### src/tlf_pkg.sv
// Package with the shared types and constants of the three-sensor line follower.
`timescale 1ns / 1ps

package tlf_pkg;

   // Width of the register index on the configuration channel; codes past the last register
   // are ignored.
   localparam int CSR_INDEX_WIDTH = 4;

   localparam logic [CSR_INDEX_WIDTH-1:0] REG_LEFT_THRESHOLD   = 4'd0;
   localparam logic [CSR_INDEX_WIDTH-1:0] REG_CENTER_THRESHOLD = 4'd1;
   localparam logic [CSR_INDEX_WIDTH-1:0] REG_RIGHT_THRESHOLD  = 4'd2;
   localparam logic [CSR_INDEX_WIDTH-1:0] REG_NODE_MARGIN      = 4'd3;
   localparam logic [CSR_INDEX_WIDTH-1:0] REG_SHARP_OFFSET     = 4'd4;
   localparam logic [CSR_INDEX_WIDTH-1:0] REG_GENTLE_OFFSET    = 4'd5;
   localparam logic [CSR_INDEX_WIDTH-1:0] REG_BASE_SPEED       = 4'd6;
   localparam logic [CSR_INDEX_WIDTH-1:0] REG_TURN_PULSES      = 4'd7;

   localparam logic [7:0] LEFT_THRESHOLD_RESET   = 8'd15;
   localparam logic [7:0] CENTER_THRESHOLD_RESET = 8'd15;
   localparam logic [7:0] RIGHT_THRESHOLD_RESET  = 8'd15;
   localparam logic [7:0] NODE_MARGIN_RESET      = 8'd40;
   localparam logic [7:0] SHARP_OFFSET_RESET     = 8'd50;
   localparam logic [7:0] GENTLE_OFFSET_RESET    = 8'd30;
   localparam logic [7:0] BASE_SPEED_RESET       = 8'd250;
   localparam logic [7:0] TURN_PULSES_RESET      = 8'd1;

   localparam logic [7:0] BIAS_OFFSET  = 8'd30;
   localparam logic [7:0] SEARCH_SPEED = 8'd200;

   localparam int SEARCH_COUNT_WIDTH_DEFAULT = 16;

   typedef enum logic [1:0] {
      MOTION_STOP       = 2'd0,
      MOTION_FORWARD    = 2'd1,
      MOTION_TURN_LEFT  = 2'd2,
      MOTION_TURN_RIGHT = 2'd3
   } motion_type;

   typedef enum logic [1:0] {
      MOVE_STRAIGHT     = 2'd0,
      MOVE_FAVOUR_LEFT  = 2'd1,
      MOVE_FAVOUR_RIGHT = 2'd2
   } move_type;

   typedef struct packed {
      logic [7:0] left_threshold;
      logic [7:0] center_threshold;
      logic [7:0] right_threshold;
      logic [7:0] node_margin;
      logic [7:0] sharp_offset;
      logic [7:0] gentle_offset;
      logic [7:0] base_speed;
      logic [7:0] turn_pulses;
   } cfg_type;

   typedef struct packed {
      logic [7:0] left_sample;
      logic [7:0] center_sample;
      logic [7:0] right_sample;
   } sample_word_type;

   typedef struct packed {
      logic [7:0] left_speed;
      logic [7:0] right_speed;
      motion_type motion;
      logic [7:0] pulse_count;
      logic       node_reached;
   } result_word_type;

   // Speed reduction that stops at zero.
   function automatic logic [7:0] sub_sat(input logic [7:0] a, input logic [7:0] b);
      sub_sat = (a > b) ? (a - b) : 8'd0;
   endfunction

endpackage

### src/tlf_if.sv
// Handshake interfaces for the sample, result and configuration channels.
`timescale 1ns / 1ps

interface tlf_sample_if;
   logic                     valid;
   logic                     ready;
   tlf_pkg::sample_word_type word;
   modport source (output valid, output word, input ready);
   modport sink   (input valid, input word, output ready);
endinterface

interface tlf_result_if;
   logic                     valid;
   logic                     ready;
   tlf_pkg::result_word_type word;
   modport source (output valid, output word, input ready);
   modport sink   (input valid, input word, output ready);
endinterface

interface tlf_csr_if;
   logic                                  valid;
   logic                                  ready;
   logic [tlf_pkg::CSR_INDEX_WIDTH-1:0]   index;
   logic [7:0]                            data;
   modport source (output valid, output index, output data, input ready);
   modport sink   (input valid, input index, input data, output ready);
endinterface

### src/tlf_csr.sv
// Configuration register file of the line follower.
`timescale 1ns / 1ps

module tlf_csr (
   input  logic              clock,
   input  logic              reset,
   tlf_csr_if.sink           csr_bus,
   output tlf_pkg::cfg_type  cfg
);
   import tlf_pkg::*;

   cfg_type cfg_ff;
   cfg_type cfg_in;

   assign csr_bus.ready = 1'b1;
   assign cfg = cfg_ff;

   always_comb begin
      cfg_in = cfg_ff;
      if (csr_bus.valid) begin
         case (csr_bus.index)
            REG_LEFT_THRESHOLD:   cfg_in.left_threshold   = csr_bus.data;
            REG_CENTER_THRESHOLD: cfg_in.center_threshold = csr_bus.data;
            REG_RIGHT_THRESHOLD:  cfg_in.right_threshold  = csr_bus.data;
            REG_NODE_MARGIN:      cfg_in.node_margin      = csr_bus.data;
            REG_SHARP_OFFSET:     cfg_in.sharp_offset     = csr_bus.data;
            REG_GENTLE_OFFSET:    cfg_in.gentle_offset    = csr_bus.data;
            REG_BASE_SPEED:       cfg_in.base_speed       = csr_bus.data;
            REG_TURN_PULSES:      cfg_in.turn_pulses      = csr_bus.data;
            default:              cfg_in = cfg_ff;
         endcase
      end
   end

   always_ff @(posedge clock) begin
      if (reset) begin
         cfg_ff.left_threshold   <= LEFT_THRESHOLD_RESET;
         cfg_ff.center_threshold <= CENTER_THRESHOLD_RESET;
         cfg_ff.right_threshold  <= RIGHT_THRESHOLD_RESET;
         cfg_ff.node_margin      <= NODE_MARGIN_RESET;
         cfg_ff.sharp_offset     <= SHARP_OFFSET_RESET;
         cfg_ff.gentle_offset    <= GENTLE_OFFSET_RESET;
         cfg_ff.base_speed       <= BASE_SPEED_RESET;
         cfg_ff.turn_pulses      <= TURN_PULSES_RESET;
      end else begin
         cfg_ff <= cfg_in;
      end
   end

endmodule

### src/tlf_core.sv
// Steering decision logic and the controller state it keeps between words.
`timescale 1ns / 1ps

module tlf_core #(
   parameter int SEARCH_COUNT_WIDTH = tlf_pkg::SEARCH_COUNT_WIDTH_DEFAULT
) (
   input  logic                      clock,
   input  logic                      reset,
   input  logic                      step,
   input  tlf_pkg::cfg_type          cfg,
   input  tlf_pkg::sample_word_type  sample,
   output tlf_pkg::result_word_type  result
);
   import tlf_pkg::*;

   localparam int CW = SEARCH_COUNT_WIDTH;

   move_type        last_move_ff, last_move_in;
   logic [CW-1:0]   try_count_ff, try_count_in;
   logic [CW-1:0]   sweep_count_ff, sweep_count_in;
   logic [7:0]      held_left_ff, held_left_in;
   logic [7:0]      held_right_ff, held_right_in;
   motion_type      held_motion_ff, held_motion_in;

   logic            lh, ll, ch, cl, rh, rl;
   logic            is_node;
   logic [8:0]      left_node_level, center_node_level, right_node_level;
   logic [CW-1:0]   sweep_mid, try_mid;
   logic            first_half;

   always_comb begin
      lh = sample.left_sample   > cfg.left_threshold;
      ll = sample.left_sample   < cfg.left_threshold;
      ch = sample.center_sample > cfg.center_threshold;
      cl = sample.center_sample < cfg.center_threshold;
      rh = sample.right_sample  > cfg.right_threshold;
      rl = sample.right_sample  < cfg.right_threshold;

      left_node_level   = {1'b0, cfg.left_threshold}   + {1'b0, cfg.node_margin};
      center_node_level = {1'b0, cfg.center_threshold} + {1'b0, cfg.node_margin};
      right_node_level  = {1'b0, cfg.right_threshold}  + {1'b0, cfg.node_margin};
      is_node = (({1'b0, sample.left_sample} > left_node_level) ||
                 ({1'b0, sample.right_sample} > right_node_level)) &&
                ({1'b0, sample.center_sample} > center_node_level);

      // Search step: a completed sweep starts a longer one.
      if (sweep_count_ff == try_count_ff) begin
         sweep_mid = '0;
         try_mid   = try_count_ff + {{(CW-1){1'b0}}, 1'b1};
      end else begin
         sweep_mid = sweep_count_ff;
         try_mid   = try_count_ff;
      end
      first_half = ~try_count_ff[1];
   end

   always_comb begin
      result.left_speed   = held_left_ff;
      result.right_speed  = held_right_ff;
      result.motion       = held_motion_ff;
      result.pulse_count  = 8'd0;
      result.node_reached = 1'b0;
      last_move_in   = last_move_ff;
      try_count_in   = try_count_ff;
      sweep_count_in = sweep_count_ff;
      held_left_in   = held_left_ff;
      held_right_in  = held_right_ff;
      held_motion_in = held_motion_ff;

      if (ll && cl && rl) begin
         result.left_speed  = SEARCH_SPEED;
         result.right_speed = SEARCH_SPEED;
         if (last_move_ff == MOVE_FAVOUR_LEFT) begin
            result.motion = first_half ? MOTION_TURN_RIGHT : MOTION_TURN_LEFT;
         end else begin
            result.motion = first_half ? MOTION_TURN_LEFT : MOTION_TURN_RIGHT;
         end
         result.pulse_count = cfg.turn_pulses;
         try_count_in   = try_mid;
         sweep_count_in = (sweep_mid < try_mid) ?
                          (sweep_mid + {{(CW-1){1'b0}}, 1'b1}) : sweep_mid;
         held_left_in   = SEARCH_SPEED;
         held_right_in  = SEARCH_SPEED;
         held_motion_in = MOTION_STOP;
      end else if ((ll || lh) && (cl || ch) && (rl || rh) &&
                   !(lh && rh) && !(lh && cl && rh)) begin
         // Every defined tracking pattern: drive forward.
         result.motion = MOTION_FORWARD;
         if (ll && rh) begin
            result.left_speed  = cfg.base_speed;
            result.right_speed = sub_sat(cfg.base_speed,
                                         cl ? cfg.sharp_offset : cfg.gentle_offset);
            last_move_in = MOVE_FAVOUR_LEFT;
         end else if (lh && rl) begin
            result.left_speed  = sub_sat(cfg.base_speed,
                                         cl ? cfg.sharp_offset : cfg.gentle_offset);
            result.right_speed = cfg.base_speed;
            last_move_in = MOVE_FAVOUR_RIGHT;
         end else begin
            result.left_speed  = (last_move_ff == MOVE_FAVOUR_LEFT) ?
                                 sub_sat(cfg.base_speed, BIAS_OFFSET) : cfg.base_speed;
            result.right_speed = (last_move_ff == MOVE_FAVOUR_RIGHT) ?
                                 sub_sat(cfg.base_speed, BIAS_OFFSET) : cfg.base_speed;
            last_move_in = MOVE_STRAIGHT;
         end
         try_count_in   = '0;
         sweep_count_in = '0;
         held_left_in   = result.left_speed;
         held_right_in  = result.right_speed;
         held_motion_in = MOTION_FORWARD;
      end

      if (is_node) begin
         result.left_speed   = 8'd0;
         result.right_speed  = 8'd0;
         result.motion       = MOTION_STOP;
         result.pulse_count  = 8'd0;
         result.node_reached = 1'b1;
         last_move_in   = MOVE_STRAIGHT;
         try_count_in   = '0;
         sweep_count_in = '0;
         held_left_in   = 8'd0;
         held_right_in  = 8'd0;
         held_motion_in = MOTION_STOP;
      end
   end

   always_ff @(posedge clock) begin
      if (reset) begin
         last_move_ff   <= MOVE_STRAIGHT;
         try_count_ff   <= '0;
         sweep_count_ff <= '0;
         held_left_ff   <= 8'd0;
         held_right_ff  <= 8'd0;
         held_motion_ff <= MOTION_STOP;
      end else if (step) begin
         last_move_ff   <= last_move_in;
         try_count_ff   <= try_count_in;
         sweep_count_ff <= sweep_count_in;
         held_left_ff   <= held_left_in;
         held_right_ff  <= held_right_in;
         held_motion_ff <= held_motion_in;
      end
   end

endmodule

### src/three_sensor_line_follower_top.sv
// Top level of the three-sensor line follower controller.
`timescale 1ns / 1ps

// The block takes one word of left, centre and right sensor samples on the
// req_bus channel and returns exactly one result word on rsp_bus: the two
// wheel speeds, a motion code, the pulse count of a search turn and a node
// flag. An accepted word is held in an input register; once the output
// register can take it, the threshold compares, the steering choice and
// the state update are worked out and the result is written to the
// output register, which offers the result word on rsp_bus until it is
// taken. A new word is accepted in every cycle while results are being
// taken. While a finished result waits, one more word can still be taken
// into an empty input register; the input stalls only when both registers
// are full and the waiting result is not being taken. The state (last
// correction, search counters and held command) is updated in the same
// cycle that a word moves into the output register, so successive words
// see each other's effects in order. The search counters are
// SEARCH_COUNT_WIDTH bits wide and wrap. The configuration registers are
// written through csr_bus, which is always ready; writes to an index
// beyond the register list are ignored.
// Configuration should only be changed while no word is in flight.

module three_sensor_line_follower_top #(
   parameter int SEARCH_COUNT_WIDTH = tlf_pkg::SEARCH_COUNT_WIDTH_DEFAULT
) (
   input  logic       clock,
   input  logic       reset,
   tlf_sample_if.sink   req_bus,
   tlf_result_if.source rsp_bus,
   tlf_csr_if.sink      csr_bus
);
   import tlf_pkg::*;

   cfg_type          cfg;
   sample_word_type  sample_ff;
   logic             sample_valid_ff, sample_valid_in;
   result_word_type  result;
   result_word_type  result_ff;
   logic             result_valid_ff, result_valid_in;
   logic             advance;

   // The output register can take a new word when it is empty or being drained.
   assign advance       = !result_valid_ff || rsp_bus.ready;
   assign req_bus.ready = !sample_valid_ff || advance;

   assign rsp_bus.valid = result_valid_ff;
   assign rsp_bus.word  = result_ff;

   tlf_csr u_csr (
      .clock   (clock),
      .reset   (reset),
      .csr_bus (csr_bus),
      .cfg     (cfg)
   );

   tlf_core #(
      .SEARCH_COUNT_WIDTH (SEARCH_COUNT_WIDTH)
   ) u_core (
      .clock  (clock),
      .reset  (reset),
      .step   (sample_valid_ff && advance),
      .cfg    (cfg),
      .sample (sample_ff),
      .result (result)
   );

   always_comb begin
      sample_valid_in = sample_valid_ff;
      if (req_bus.ready) begin
         sample_valid_in = req_bus.valid;
      end
      result_valid_in = result_valid_ff;
      if (advance) begin
         result_valid_in = sample_valid_ff;
      end
   end

   always_ff @(posedge clock) begin
      if (reset) begin
         sample_valid_ff <= 1'b0;
         result_valid_ff <= 1'b0;
      end else begin
         sample_valid_ff <= sample_valid_in;
         result_valid_ff <= result_valid_in;
      end
   end

   // Payload registers load without reset.
   always_ff @(posedge clock) begin
      if (req_bus.ready && req_bus.valid) begin
         sample_ff <= req_bus.word;
      end
      if (advance && sample_valid_ff) begin
         result_ff <= result;
      end
   end

endmodule
### src/flat_wrapper.sv
// flat-port wrapper written by rule: the top's interface ports become plain ports
module three_sensor_line_follower_top_flat import tlf_pkg::*;
#(
   parameter int SEARCH_COUNT_WIDTH = tlf_pkg::SEARCH_COUNT_WIDTH_DEFAULT
)
  (clock, reset, req_bus_valid, req_bus_word, req_bus_ready, rsp_bus_valid, rsp_bus_word, rsp_bus_ready, csr_bus_valid, csr_bus_index, csr_bus_data, csr_bus_ready);
  tlf_sample_if req_bus_i ();
  tlf_result_if rsp_bus_i ();
  tlf_csr_if csr_bus_i ();
  input  logic clock;
  input  logic reset;
  input wire logic [$bits(req_bus_i.valid)-1:0] req_bus_valid;
  input wire logic [$bits(req_bus_i.word)-1:0] req_bus_word;
  output wire logic [$bits(req_bus_i.ready)-1:0] req_bus_ready;
  output wire logic [$bits(rsp_bus_i.valid)-1:0] rsp_bus_valid;
  output wire logic [$bits(rsp_bus_i.word)-1:0] rsp_bus_word;
  input wire logic [$bits(rsp_bus_i.ready)-1:0] rsp_bus_ready;
  input wire logic [$bits(csr_bus_i.valid)-1:0] csr_bus_valid;
  input wire logic [$bits(csr_bus_i.index)-1:0] csr_bus_index;
  input wire logic [$bits(csr_bus_i.data)-1:0] csr_bus_data;
  output wire logic [$bits(csr_bus_i.ready)-1:0] csr_bus_ready;
  assign req_bus_i.valid = req_bus_valid;
  assign req_bus_i.word = req_bus_word;
  assign req_bus_ready = req_bus_i.ready;
  assign rsp_bus_valid = rsp_bus_i.valid;
  assign rsp_bus_word = rsp_bus_i.word;
  assign rsp_bus_i.ready = rsp_bus_ready;
  assign csr_bus_i.valid = csr_bus_valid;
  assign csr_bus_i.index = csr_bus_index;
  assign csr_bus_i.data = csr_bus_data;
  assign csr_bus_ready = csr_bus_i.ready;
  three_sensor_line_follower_top #(.SEARCH_COUNT_WIDTH(SEARCH_COUNT_WIDTH)) u_core (.clock(clock), .reset(reset), .req_bus(req_bus_i), .rsp_bus(rsp_bus_i), .csr_bus(csr_bus_i));
endmodule
### config.mk
export PLATFORM = sky130hd
export DESIGN_NAME = three_sensor_line_follower_top_flat
export DESIGN_NICKNAME = d
export VERILOG_FILES = /design/src/tlf_pkg.sv /design/src/tlf_if.sv /design/src/tlf_csr.sv /design/src/tlf_core.sv /design/src/three_sensor_line_follower_top.sv /design/src/flat_wrapper.sv
export SDC_FILE = /design/constraint.sdc
export NUM_CORES = 1
export LEC_CHECK = 0
export BUFFER_PORTS_ARGS = -buffer_cell sky130_fd_sc_hd__buf_4
export CAP_MARGIN = 20
export CORE_ASPECT_RATIO = 0.6
export CORE_MARGIN = 8
export CORE_UTILIZATION = 50
export CTS_CLUSTER_DIAMETER = 40
export DETAILED_ROUTE_END_ITERATION = 10
export PLACE_DENSITY = 0.68
export SYNTH_ARGS = -nofsm -noshare
export SYNTH_HDL_FRONTEND = slang
export SYNTH_SLANG_ARGS = --single-unit
### constraint.sdc
create_clock -name clock -period 9.55 [get_ports clock]
set_clock_uncertainty 0.05 [all_clocks]
set_input_delay 0.4775 -clock clock [delete_from_list [all_inputs] [get_ports clock]]
set_output_delay 0.4775 -clock clock [all_outputs]
set_load 0.02 [all_outputs]
==> flow_metrics.py, run 1 <==
metrics = {
    "flow_run": {
        "cap_violations": 0,
    },
    "clock_tree": {
        "cts-root-buf": "clkbuf_16",
        "htree_levels": 4,
        "clk_path_buf_depth": 2,
        "clk_latency_ns": 0.45,
        "tritoncts": "built",
        "cts_buffers": 17,
        "clock-sinks": 168,
        "clkTransAtPathRegs_ns": 0.08,
        "cts_setup_buffers": 0,
        "cts_hold_buf": 0,
        "cts_resized": 0,
    },
    "yosys": {
        "synth-edff-count": 51,
        "synth_ff_type": "dfxtp_1",
        "syn_area_um2": 10300,
        "ys_warn_count": 0,
        "yosysSeqAreaShare_pct": 37.5,
        "ys_top_cells_by_area": "dfxtp_1 23%, edfxtp_1 15%, ha_1 12%",
        "async_reset_ff_share_pct": 0,
        "synthTopCellsByCount": "117 x dfxtp_1, 106 x nor2_1, 98 x ha_1",
        "syn-num-nets": 1271,
        "synthCells": 1128,
        "synth_most_common_cell": "dfxtp_1",
        "yosys.area.top_type_share_pct": 22.7,
        "synth.largest_area_cell": "dfxtp_1",
        "synth_seq_cells": 168,
        "synth.avg_cell_area_um2": 9.16,
        "ys_types": 79,
    },
    "worst_setup_path": {
        "end_kind": "register",
        "cpPeakStageDelay_ns": 0.66,
        "worstSetupPathType": "reg -> reg",
        "critPathLaunchType": "register",
        "crit_buf_inv": 0,
        "arrival_ns": 5.52,
        "path_cells": "xor2_1 > nor4_2 > nand4_2 > or3_1 > or3_1 > xor2_1 > ha_1 > and3_1 > a221o_1 > a221o_1 > nor3_4 > nand4_1 > a21o_1 > a21o_1",
        "critPathTopFamily": "simple AND/OR/NAND/NOR gates",
        "critical_path_required_ns": 9.85,
        "cp_max_fo": 19,
        "cp_slowest_cell": "or3_1",
    },
    "timing": {
        "max_freq_ghz": 0.192,
        "finalHoldViolations": 0,
        "finalCriticalPeriod_ns": 5.22,
        "setup_viol": 0,
        "fin_tns_setup_ns": 0,
        "tightestPinTransition_ns": 1.12,
        "rsz0062_at_grt": "no",
        "final.period_utilization_pct": 54.6,
        "slew_headroom_pct": 24.8,
        "drv_slew": 0,
    },
    "grt": {
        "grt_overflow": 0,
        "grt_usage_pct": 22.3,
        "grt_use_met1_pct": 34.4,
        "grt_busiest_layer": "met1",
        "grt_first_pass_wirelength_um": 46000,
        "met2_usage_pct": 29.9,
        "grt_pass1_vias": 8232,
        "antenna_found_initial": 2,
        "gr-usage-met3_pct": 6.71,
        "grt_start_max_net_pins": 42,
    },
    "finish": {
        "layout.nets": 1321,
        "stdcell_count": 1464,
        "drive_above_1_share_pct": 11.4,
        "antenna_cells": 0,
        "areaGrowthSynthToFinish_pct": 13.0,
        "fin_area_um2": 11700,
        "fill_cells": 1783,
    },
    "die": {
        "initial_core_util_pct": 51.4,
        "io_pins": 71,
        "core_area_um2": 20100,
        "die_y_um": 127,
        "row_count": 40,
        "die_x_um": 202,
        "die-area_um2": 25700,
    },
    "status": {
        "status": "finished clean",
    },
    "worst_hold_path": {
        "hold_class": "in -> reg",
    },
    "pwr": {
        "ir_worst_vdd_v": 0.000138,
        "powerDensity_nw_per_um2": 145,
        "leakage_nw": 5.00,
    },
    "routing": {
        "drc": 0,
        "vias_per_cell": 6.00,
        "via_count": 8777,
        "wl_um": 28600,
        "routedWlPerCell_um": 19.5,
        "dr.first_iter.drc_count": 816,
        "ant_nets": 0,
        "first_pass_iters": 5,
    },
    "placement": {
        "place.gp.congestion": 0.944,
        "place_area_um2": 11100,
        "dp.final_hpwl_um": 21000,
        "place_inst": 1432,
        "port_buffers": 69,
    },
}
layout make-up:
| cell class | instances | area, µm² | share of cell area, % |
|---|---|---|---|
| multi-input cells | 852 | 6040 | 51.7 |
| flip-flops and latches | 168 | 3870 | 33.2 |
| repair buffers | 82 | 623 | 5.34 |
| clock buffers | 17 | 425 | 3.64 |
| well taps | 273 | 342 | 2.93 |
| inverters | 57 | 214 | 1.83 |
| clock inverters | 15 | 158 | 1.35 |
worst reg2reg max path, cell delays in order, from the launching register on:
cell     delay, ns
dfxtp_1       0.49
xor2_1        0.13
nor4_2        0.38
nand4_2       0.50
or3_1         0.66
or3_1         0.36
xor2_1        0.17
ha_1          0.33
and3_1        0.21
a221o_1       0.38
a221o_1       0.46
nor3_4        0.44
nand4_1       0.18
a21o_1        0.21
a21o_1        0.16
per-stage QoR:
step / hold WS, ns / utilization [%] / setup slack [ns] / total power [mW]
floorplan: 0.370 / - / 5.05 / 0.933
global placement: 0.382 / 55.1 / 4.57 / 1.01
detailed placement: 0.391 / 55.1 / 4.48 / 1.01
CTS: 0.130 / 58.0 / 4.45 / 1.70
global route: 0.121 / 58.0 / 3.90 / 1.76
finish: 0.144 / 58.0 / 4.33 / 1.69
state kept, by name, indices dropped and copies added (netlist names):
signal,flops
u_core.rsp_bus.word,27
u_core.rsp_bus.valid,1
u_core.sample_valid_ff,1
u_core.u_core.held_right_ff,8
u_core.u_core.sweep_count_ff,16
u_core.u_core.held_motion_ff,1
u_core.u_core.held_left_ff,8
u_core.u_csr.cfg,64
u_core.u_core.try_count_ff,16
u_core.u_core.last_move_ff,2
u_core.sample_ff,24
path summary, 6_finish.rpt:
path	startpoint	endpoint	slack [ns]	depth (start not counted)
worst max-delay path	u_core.u_core.sweep_count_ff[13]	u_core.u_core.sweep_count_ff[11]	4.33	14
worst min-delay path	req_bus_word[22]	u_core.sample_ff[22]	0.14	1
worst max register to register	u_core.u_core.sweep_count_ff[13]	u_core.u_core.sweep_count_ff[11]	4.33	14
worst min register to register	u_core.u_core.held_left_ff[6]	u_core.u_core.held_left_ff[6]	0.40	2
logic make-up (layout without fill, tap and decap cells):
| logic type | after synthesis | count (layout) | synth area share, % |
|---|---|---|---|
| fa+ha+maj | 102 | 102 | 12.6 |
| simple gates | 372 | 372 | 17.9 |
| flops | 168 | 168 | 37.5 |
| compound gates | 254 | 254 | 16.5 |
| buf+inv | 108 | 171 | 4.10 |
| mux | 72 | 72 | 7.01 |
| other cells | 1 | 1 | 0.0363 |
| xor+xnor | 51 | 51 | 4.32 |
power breakdown:
group          leakage (nW)  switching, mW  internal [mW]
combinational          3.27          0.143         0.0852
clock                 0.290          0.342          0.350
sequential             1.44         0.0134          0.760
per-layer routing:
metal | share of wire (%) | up-vias
met2 | 38 | 332
met1 | 52 | 4196
met4 | 0.83 | 2
met3 | 9.2 | 25
met5 | 0.045 | -
li1 | - | 4222
layout by cell type (no fill, tap or decap), types with 9 or more instances in the layout:
cell	netlist	routed
dfxtp_1	117	117
nor2_1	106	106
ha_1	98	98
nand2_1	95	95
buf_4	1	81
mux2i_1	69	69
a21oi_1	67	66
inv_1	55	55
o21ai_0	55	55
edfxtp_1	51	51
nand3_1	32	32
xor2_1	30	30
and3_1	24	24
xnor2_1	21	21
nor3_1	19	19
nand4_1	17	17
or3_1	17	17
clkbuf_16	0	17
a21o_1	15	15
a22o_1	14	14
and2_1	13	13
o21bai_1	10	10
nor2b_1	9	9
o211ai_1	9	9
a31oi_1	9	9
Note: power is estimated with default switching activity, not from simulation.
==> run 2, diff against run 1 <==
Settings changed: ABC_AREA from default to 1, PLACE_DENSITY 0.68 to 0.71.
Clock period 9.55 ns to 4.6 ns, I/O delays scaled along.
==> run 2 against run 1 <==
Against the previous run: utilization is 0.57 points higher; final cell count increased by 22%; clock power rose by 120%; design area increased by 4.3%; power grew 120%; critical path depth increased by 11; register-to-register slack worse by 4.0 ns; sequential share of layout area fell by 1.4 points; fmax rose by 22%; die area increased by 1.3%; largest power group unchanged.
==> flow_metrics.py, run 2 <==
metrics = {
    "status": {
        "status": "finished clean",
    },
    "finish": {
        "fill_cells": 1933,
        "final_cell_mix": "315 x nand2_1, 178 x inv_1, 129 x a21oi_1",
        "regArea_um2": 3870,
        "largest_register_ffs": 64,
        "antenna_cells": 0,
        "mostFrequentLayoutCell": "nand2_1",
        "layout.nets": 1631,
        "areaGrowthSynthToFinish_pct": 16.2,
        "multi_input_area_um2": 5710,
        "drive_above_1_share_pct": 10.4,
    },
    "die": {
        "core_area_um2": 20800,
        "io_pins": 71,
        "die_y_um": 128,
        "die_x_um": 203,
        "row_count": 41,
        "die-area_um2": 26000,
        "initial_core_util_pct": 50.5,
    },
    "clock_tree": {
        "clk_latency_ns": 0.43,
        "clock-sinks": 168,
        "tritoncts": "built",
        "clk_path_buf_depth": 2,
        "cts_buffers": 17,
        "htree_levels": 4,
        "clkTransAtPathRegs_ns": 0.07,
        "cts-root-buf": "clkbuf_16",
    },
    "worst_hold_path": {
        "hold_path_depth": 3,
        "hold_class": "in -> reg",
    },
    "yosys": {
        "ys_top_cells_by_area": "dfxtp_1 22%, edfxtp_1 15%, ha_1 12%",
        "synthCells": 1397,
        "synth_fa_ha_area_share_pct": 12.5,
        "async_reset_ff_share_pct": 0,
        "synth_top_family_by_area": "simple AND/OR/NAND/NOR gates",
        "synth_seq_cells": 168,
        "synthTopCellsByCount": "315 x nand2_1, 179 x inv_1, 129 x a21oi_1",
        "yosys.area_share.simple_pct": 22.7,
        "syn_area_um2": 10500,
        "synth_ff_type": "dfxtp_1",
        "yosys.area.top_type_share_pct": 22.3,
        "muxShareOfSynthArea_pct": 0.680,
        "synth_most_common_cell": "nand2_1",
        "synth_compound_area_share_pct": 15.6,
        "synth_xor_area_share_pct": 2.92,
        "yosysSeqAreaShare_pct": 37.0,
        "synth-edff-count": 51,
        "synth.largest_area_cell": "dfxtp_1",
        "ys_types": 49,
        "syn-num-nets": 1540,
        "ys_warn_count": 0,
        "synth.avg_cell_area_um2": 7.50,
    },
    "timing": {
        "finalHoldViolations": 0,
        "drv_slew": 0,
        "final.period_utilization_pct": 92.8,
        "finalCriticalPeriod_ns": 4.27,
        "rsz0062_at_grt": "no",
        "timing.hold.ws_ns": 0.0301,
        "slew_headroom_pct": 38.2,
        "setup_viol": 0,
        "tightestPinTransition_ns": 0.923,
        "max_freq_ghz": 0.234,
        "fin_tns_setup_ns": 0,
    },
    "grt": {
        "grt_usage_pct": 23.5,
        "grt_overflow": 0,
        "grt_pass1_vias": 8863,
        "grt_start_max_net_pins": 63,
        "grt_first_pass_wirelength_um": 48600,
        "antenna_found_initial": 0,
    },
    "pwr": {
        "powerDensity_nw_per_um2": 311,
        "switching_share_pct": 28.7,
        "pwr-share-seq_pct": 42.9,
        "ir_worst_vdd_v": 0.000297,
        "power.switching_mw": 1.08,
        "leakage_nw": 5.51,
        "comb_power_share_pct": 17.7,
        "intPower_mw": 2.70,
        "clkPwrFrac_pct": 39.4,
    },
    "worst_setup_path": {
        "worstSetupPathType": "reg -> reg",
        "end_kind": "register",
        "ff2ff_path_depth": 25,
        "arrival_ns": 4.51,
        "critPathLaunchType": "register",
        "cp_max_fo": 26,
        "critical_path_required_ns": 4.83,
    },
    "routing": {
        "drc": 0,
        "vias_per_cell": 5.50,
        "dr.first_iter.drc_count": 964,
        "routedWlPerCell_um": 17.1,
        "via_count": 9794,
        "ant_nets": 0,
        "wl_um": 30400,
        "first_pass_iters": 7,
    },
    "placement": {
        "place.gp.congestion": 0.957,
        "port_buffers": 69,
        "dp.final_hpwl_um": 22900,
    },
    "flow_run": {
        "cap_violations": 0,
    },
}
==> run 2: changes by cell type after synthesis, moves of 11 or more <==
cell / previous run / this run
nand2_1: 95 / 315
inv_1: 55 / 179
mux2i_1: 69 / 6
a21oi_1: 67 / 129
nand3_1: 32 / 67
o21ai_0: 55 / 84
and3_1: 24 / 0
o211ai_1: 9 / 26
or3_1: 17 / 0
clkbuf_1: 38 / 22
and2_1: 13 / 0
nor2_1: 106 / 119
inv_2: 1 / 12
==> run 2: cells by family (layout without fill, tap and decap cells) <==
kind of cell	count (synthesis)	after routing
simple gates	565	565
compound gates	287	287
buf+inv	232	336
flops	168	168
fa+ha+maj	102	102
xor+xnor	35	35
mux	7	7
other cells	1	1
==> run 2: final timing paths <==
check	startpoint	endpoint	slack [ns]
max	u_core.u_csr.cfg[32]	u_core.u_core.held_left_ff[3]	0.33
min	req_bus_valid	u_core.sample_valid_ff	0.03
max reg2reg	u_core.u_csr.cfg[32]	u_core.u_core.held_left_ff[3]	0.33
min reg2reg	u_core.u_csr.cfg[7]	u_core.u_csr.cfg[7]	0.41
==> run 2: repair_timing <==
| action | in CTS | in global routing |
|---|---|---|
| hold buffers | 24 | 0 |
| setup endpoints to repair | 0 | 42 |
| resized for setup | 0 | 2 |
| setup buffers | 0 | 2 |
| hold endpoints to repair | 24 | 0 |
==> run 2: layer usage <==
| layer | track usage [%] | vias up | routed length, µm |
|---|---|---|---|
| met5 | 0 | - | 0 |
| met4 | 5.06 | 0 | 261 |
| met3 | 5.83 | 24 | 3310 |
| met2 | 30.9 | 404 | 11600 |
| met1 | 36.9 | 4534 | 15300 |
| li1 | - | 4832 | - |
==> run 2: worst max-delay path: stages (launching register included) <==
cell and delay (ns):
dfxtp_1 0.36, ha_1 0.25, fa_1 0.42, nand2_1 0.08, nand2_1 0.04, a21oi_1 0.21, nor2_1 0.06, o21ai_0 0.17
nand2_1 0.11, xnor2_1 0.21, ha_1 0.28, nand2_1 0.07, inv_1 0.05, nand4_1 0.10, nor2b_1 0.16, o21ai_0 0.13
a21oi_1 0.14, nand2_1 0.13, buf_4 0.23, nand2_1 0.14, clkinvlp_4 0.15, nor2_2 0.13, inv_2 0.05, buf_4 0.22
nand2_1 0.09, a21oi_1 0.07
==> run 2: layout make-up <==
type | instances | area share (%)
multi-input combinational | 997 | 46.9
sequential | 168 | 31.8
timing repair buffer | 111 | 7.50
inverter | 193 | 5.98
clock buffer | 19 | 3.72
tap | 279 | 2.87
clock inverter | 13 | 1.22
==> run 2: through the flow <==
stage | power [mW] | setup slack (ns) | util (%) | area [µm²] | std cells
final | 3.78 | 0.329 | 58.6 | 12200 | 1780
after global routing | 3.93 | 0.0187 | 58.6 | 12200 | 1780
after CTS | 3.78 | 0.252 | 58.4 | 12100 | 1777
after detailed placement | 2.28 | 0.290 | 54.3 | 11300 | 1721
after global placement | 2.27 | 0.421 | 54.3 | 11300 | 1721
after floorplan | 2.07 | 0.950 | - | 10500 | 1397
==> run 2: power by group through the flow <==
stage               sequential [mW]  combinational, mW  clock [mW]
finish                         1.62              0.669        1.49
global route                   1.63              0.740        1.57
CTS                            1.62              0.647        1.51
detailed placement             1.65              0.625           0
global placement               1.65              0.615           0
floorplan                      1.66              0.408           0
==> run 3, diff against run 2 <==
Settings changed: CELL_PAD_IN_SITES_DETAIL_PLACEMENT from default to 0, CELL_PAD_IN_SITES_GLOBAL_PLACEMENT from default to 2, CORE_UTILIZATION 50 to 33, PLACE_DENSITY 0.71 to default, PLACE_DENSITY_LB_ADDON from default to 0.1.
==> run 3 against run 2 <==
Against the previous run: global-route usage fell by 5.2 points; combinational power grew 3.1%; final cell count grew 8.5%; critical path type unchanged.
==> flow_metrics.py, run 3 (synthesis results as in run 2) <==
metrics = {
    "status": {
        "status": "finished clean",
    },
    "timing": {
        "fin_tns_setup_ns": 0,
        "rsz0062_at_grt": "no",
        "finalCriticalPeriod_ns": 4.26,
        "final.period_utilization_pct": 92.5,
        "slew_headroom_pct": 33.9,
        "tightestPinTransition_ns": 0.991,
        "setup_viol": 0,
        "drv_slew": 0,
        "max_freq_ghz": 0.235,
        "finalHoldViolations": 0,
    },
    "worst_setup_path": {
        "crit_start": "u_core.u_csr.cfg[34]",
        "critPathLaunchType": "register",
        "cp_max_fo": 29,
        "end_kind": "register",
        "critical_path_required_ns": 4.85,
        "arrival_ns": 4.51,
        "r2r_start": "u_core.u_csr.cfg[34]",
        "worstSetupPathType": "reg -> reg",
    },
    "die": {
        "initial_core_util_pct": 33.6,
        "io_pins": 71,
        "row_count": 50,
        "core_area_um2": 31200,
        "die_y_um": 154,
        "die_x_um": 246,
        "die-area_um2": 37900,
    },
    "grt": {
        "antenna_found_initial": 2,
        "grt_first_pass_wirelength_um": 53800,
        "grt_start_max_net_pins": 54,
        "grt_usage_pct": 18.3,
        "grt_overflow": 0,
        "grt_pass1_vias": 8975,
    },
    "finish": {
        "stdcell_count": 1931,
        "final_cell_mix": "314 x nand2_1, 179 x inv_1, 128 x a21oi_1",
        "mostFrequentLayoutCell": "nand2_1",
        "areaGrowthSynthToFinish_pct": 18.7,
        "antenna_cells": 0,
        "regArea_um2": 3870,
        "largest_register_ffs": 64,
        "drive_above_1_share_pct": 11.4,
        "layout.nets": 1645,
        "multi_input_area_um2": 5720,
        "utilization_pct": 39.8,
        "fill_cells": 3272,
    },
    "clock_tree": {
        "cts_setup_buffers": 0,
        "tritoncts": "built",
        "cts-root-buf": "clkbuf_16",
        "clkTransAtPathRegs_ns": 0.07,
        "clk_latency_ns": 0.45,
        "clk_path_buf_depth": 2,
        "clock-sinks": 168,
        "cts_buffers": 17,
        "htree_levels": 4,
    },
    "placement": {
        "port_buffers": 69,
        "place_inst": 1874,
        "place.gp.congestion": 0.815,
        "dp.final_hpwl_um": 26400,
    },
    "routing": {
        "first_pass_iters": 5,
        "routedWlPerCell_um": 17.9,
        "ant_nets": 0,
        "via_count": 9411,
        "wl_um": 34500,
        "dr.first_iter.drc_count": 830,
        "drc": 0,
        "vias_per_cell": 4.87,
    },
    "pwr": {
        "leakage_nw": 5.56,
        "powerDensity_nw_per_um2": 302,
        "ir_worst_vdd_v": 0.000281,
    },
    "worst_hold_path": {
        "hold_class": "in -> reg",
        "min_from": "csr_bus_data[0]",
    },
    "flow_run": {
        "cap_violations": 0,
    },
}
run 3: cell types whose count changed in the layout (fill, tap and decap cells not counted), sizes merged:
| cell | change |
|---|---|
| dlygate4sd3 | +1 |
| inv | +4 |
| clkbuf | -2 |
| buf | +13 |
| clkinvlp | +1 |
| bufinv | -2 |
| clkinv | -1 |
run 3: final cells by class:
cell class,instances,area share (%)
inverter,193,5.82
clock buffer,17,3.42
tap,416,4.18
clock inverter,15,1.15
sequential,168,31.2
timing repair buffer,125,8.31
multi-input combinational,997,46.0
run 3: path summary, 6_finish.rpt:
path	to	cells past startpoint	slack [ns]
setup / recovery	u_core.u_core.sweep_count_ff[6]	23	0.34
hold / removal	u_core.u_csr.cfg[40]	3	0.06
setup reg to reg	u_core.u_core.sweep_count_ff[6]	23	0.34
hold reg to reg	u_core.u_csr.cfg[1]	2	0.40
run 3: metrics by stage:
stage	hold slack [ns]	cell area (µm²)	power, mW	worst slack, ns
5_1_grt	0.0534	12400	3.94	0.00234
3_3_place_gp	0.358	11600	2.33	0.386
3_5_place_dp	0.359	11600	2.32	0.387
4_1_cts	0.0342	12400	3.80	0.349
2_1_floorplan	0.279	10500	2.07	0.950
6_report	0.0567	12400	3.76	0.343
run 3: layer usage:
metal  track usage, %  vias to the layer above  share of wire (%)
met5                0                        -                  0
met1             30.5                     4387                 59
met3             2.75                       21                3.8
met2             23.3                      142                 37
li1                 -                     4861                  -
met4             3.88                        0               0.80
run 3: report_power, final:
| group | internal, mW | switching, mW |
|---|---|---|
| registers | 1.58 | 0.0349 |
| logic | 0.244 | 0.446 |
| clock network | 0.756 | 0.693 |
| total | 2.59 | 1.17 |
run 3: worst max-delay path: stages (launching register included):
cell      delay, ns
dfxtp_1        0.52
ha_1           0.35
a21oi_1        0.14
nand2_1        0.11
a21oi_1        0.17
o21ai_0        0.17
a21o_1         0.20
a21oi_1        0.15
xor2_1         0.18
ha_1           0.27
nand3_1        0.09
nor2_1         0.06
a211oi_1       0.19
nand3_1        0.11
o21ai_0        0.16
nand2_1        0.19
buf_4          0.23
nand2_1        0.09
inv_1          0.08
nor2_2         0.11
inv_2          0.05
buf_4          0.26
nand2_1        0.10
a21oi_1        0.07
run 3: what timing repair did:
item,in CTS,in global routing
endpoints found under the setup margin,0,4
endpoints found under the hold margin,25,0
gates resized for setup,0,4
hold buffers,25,0
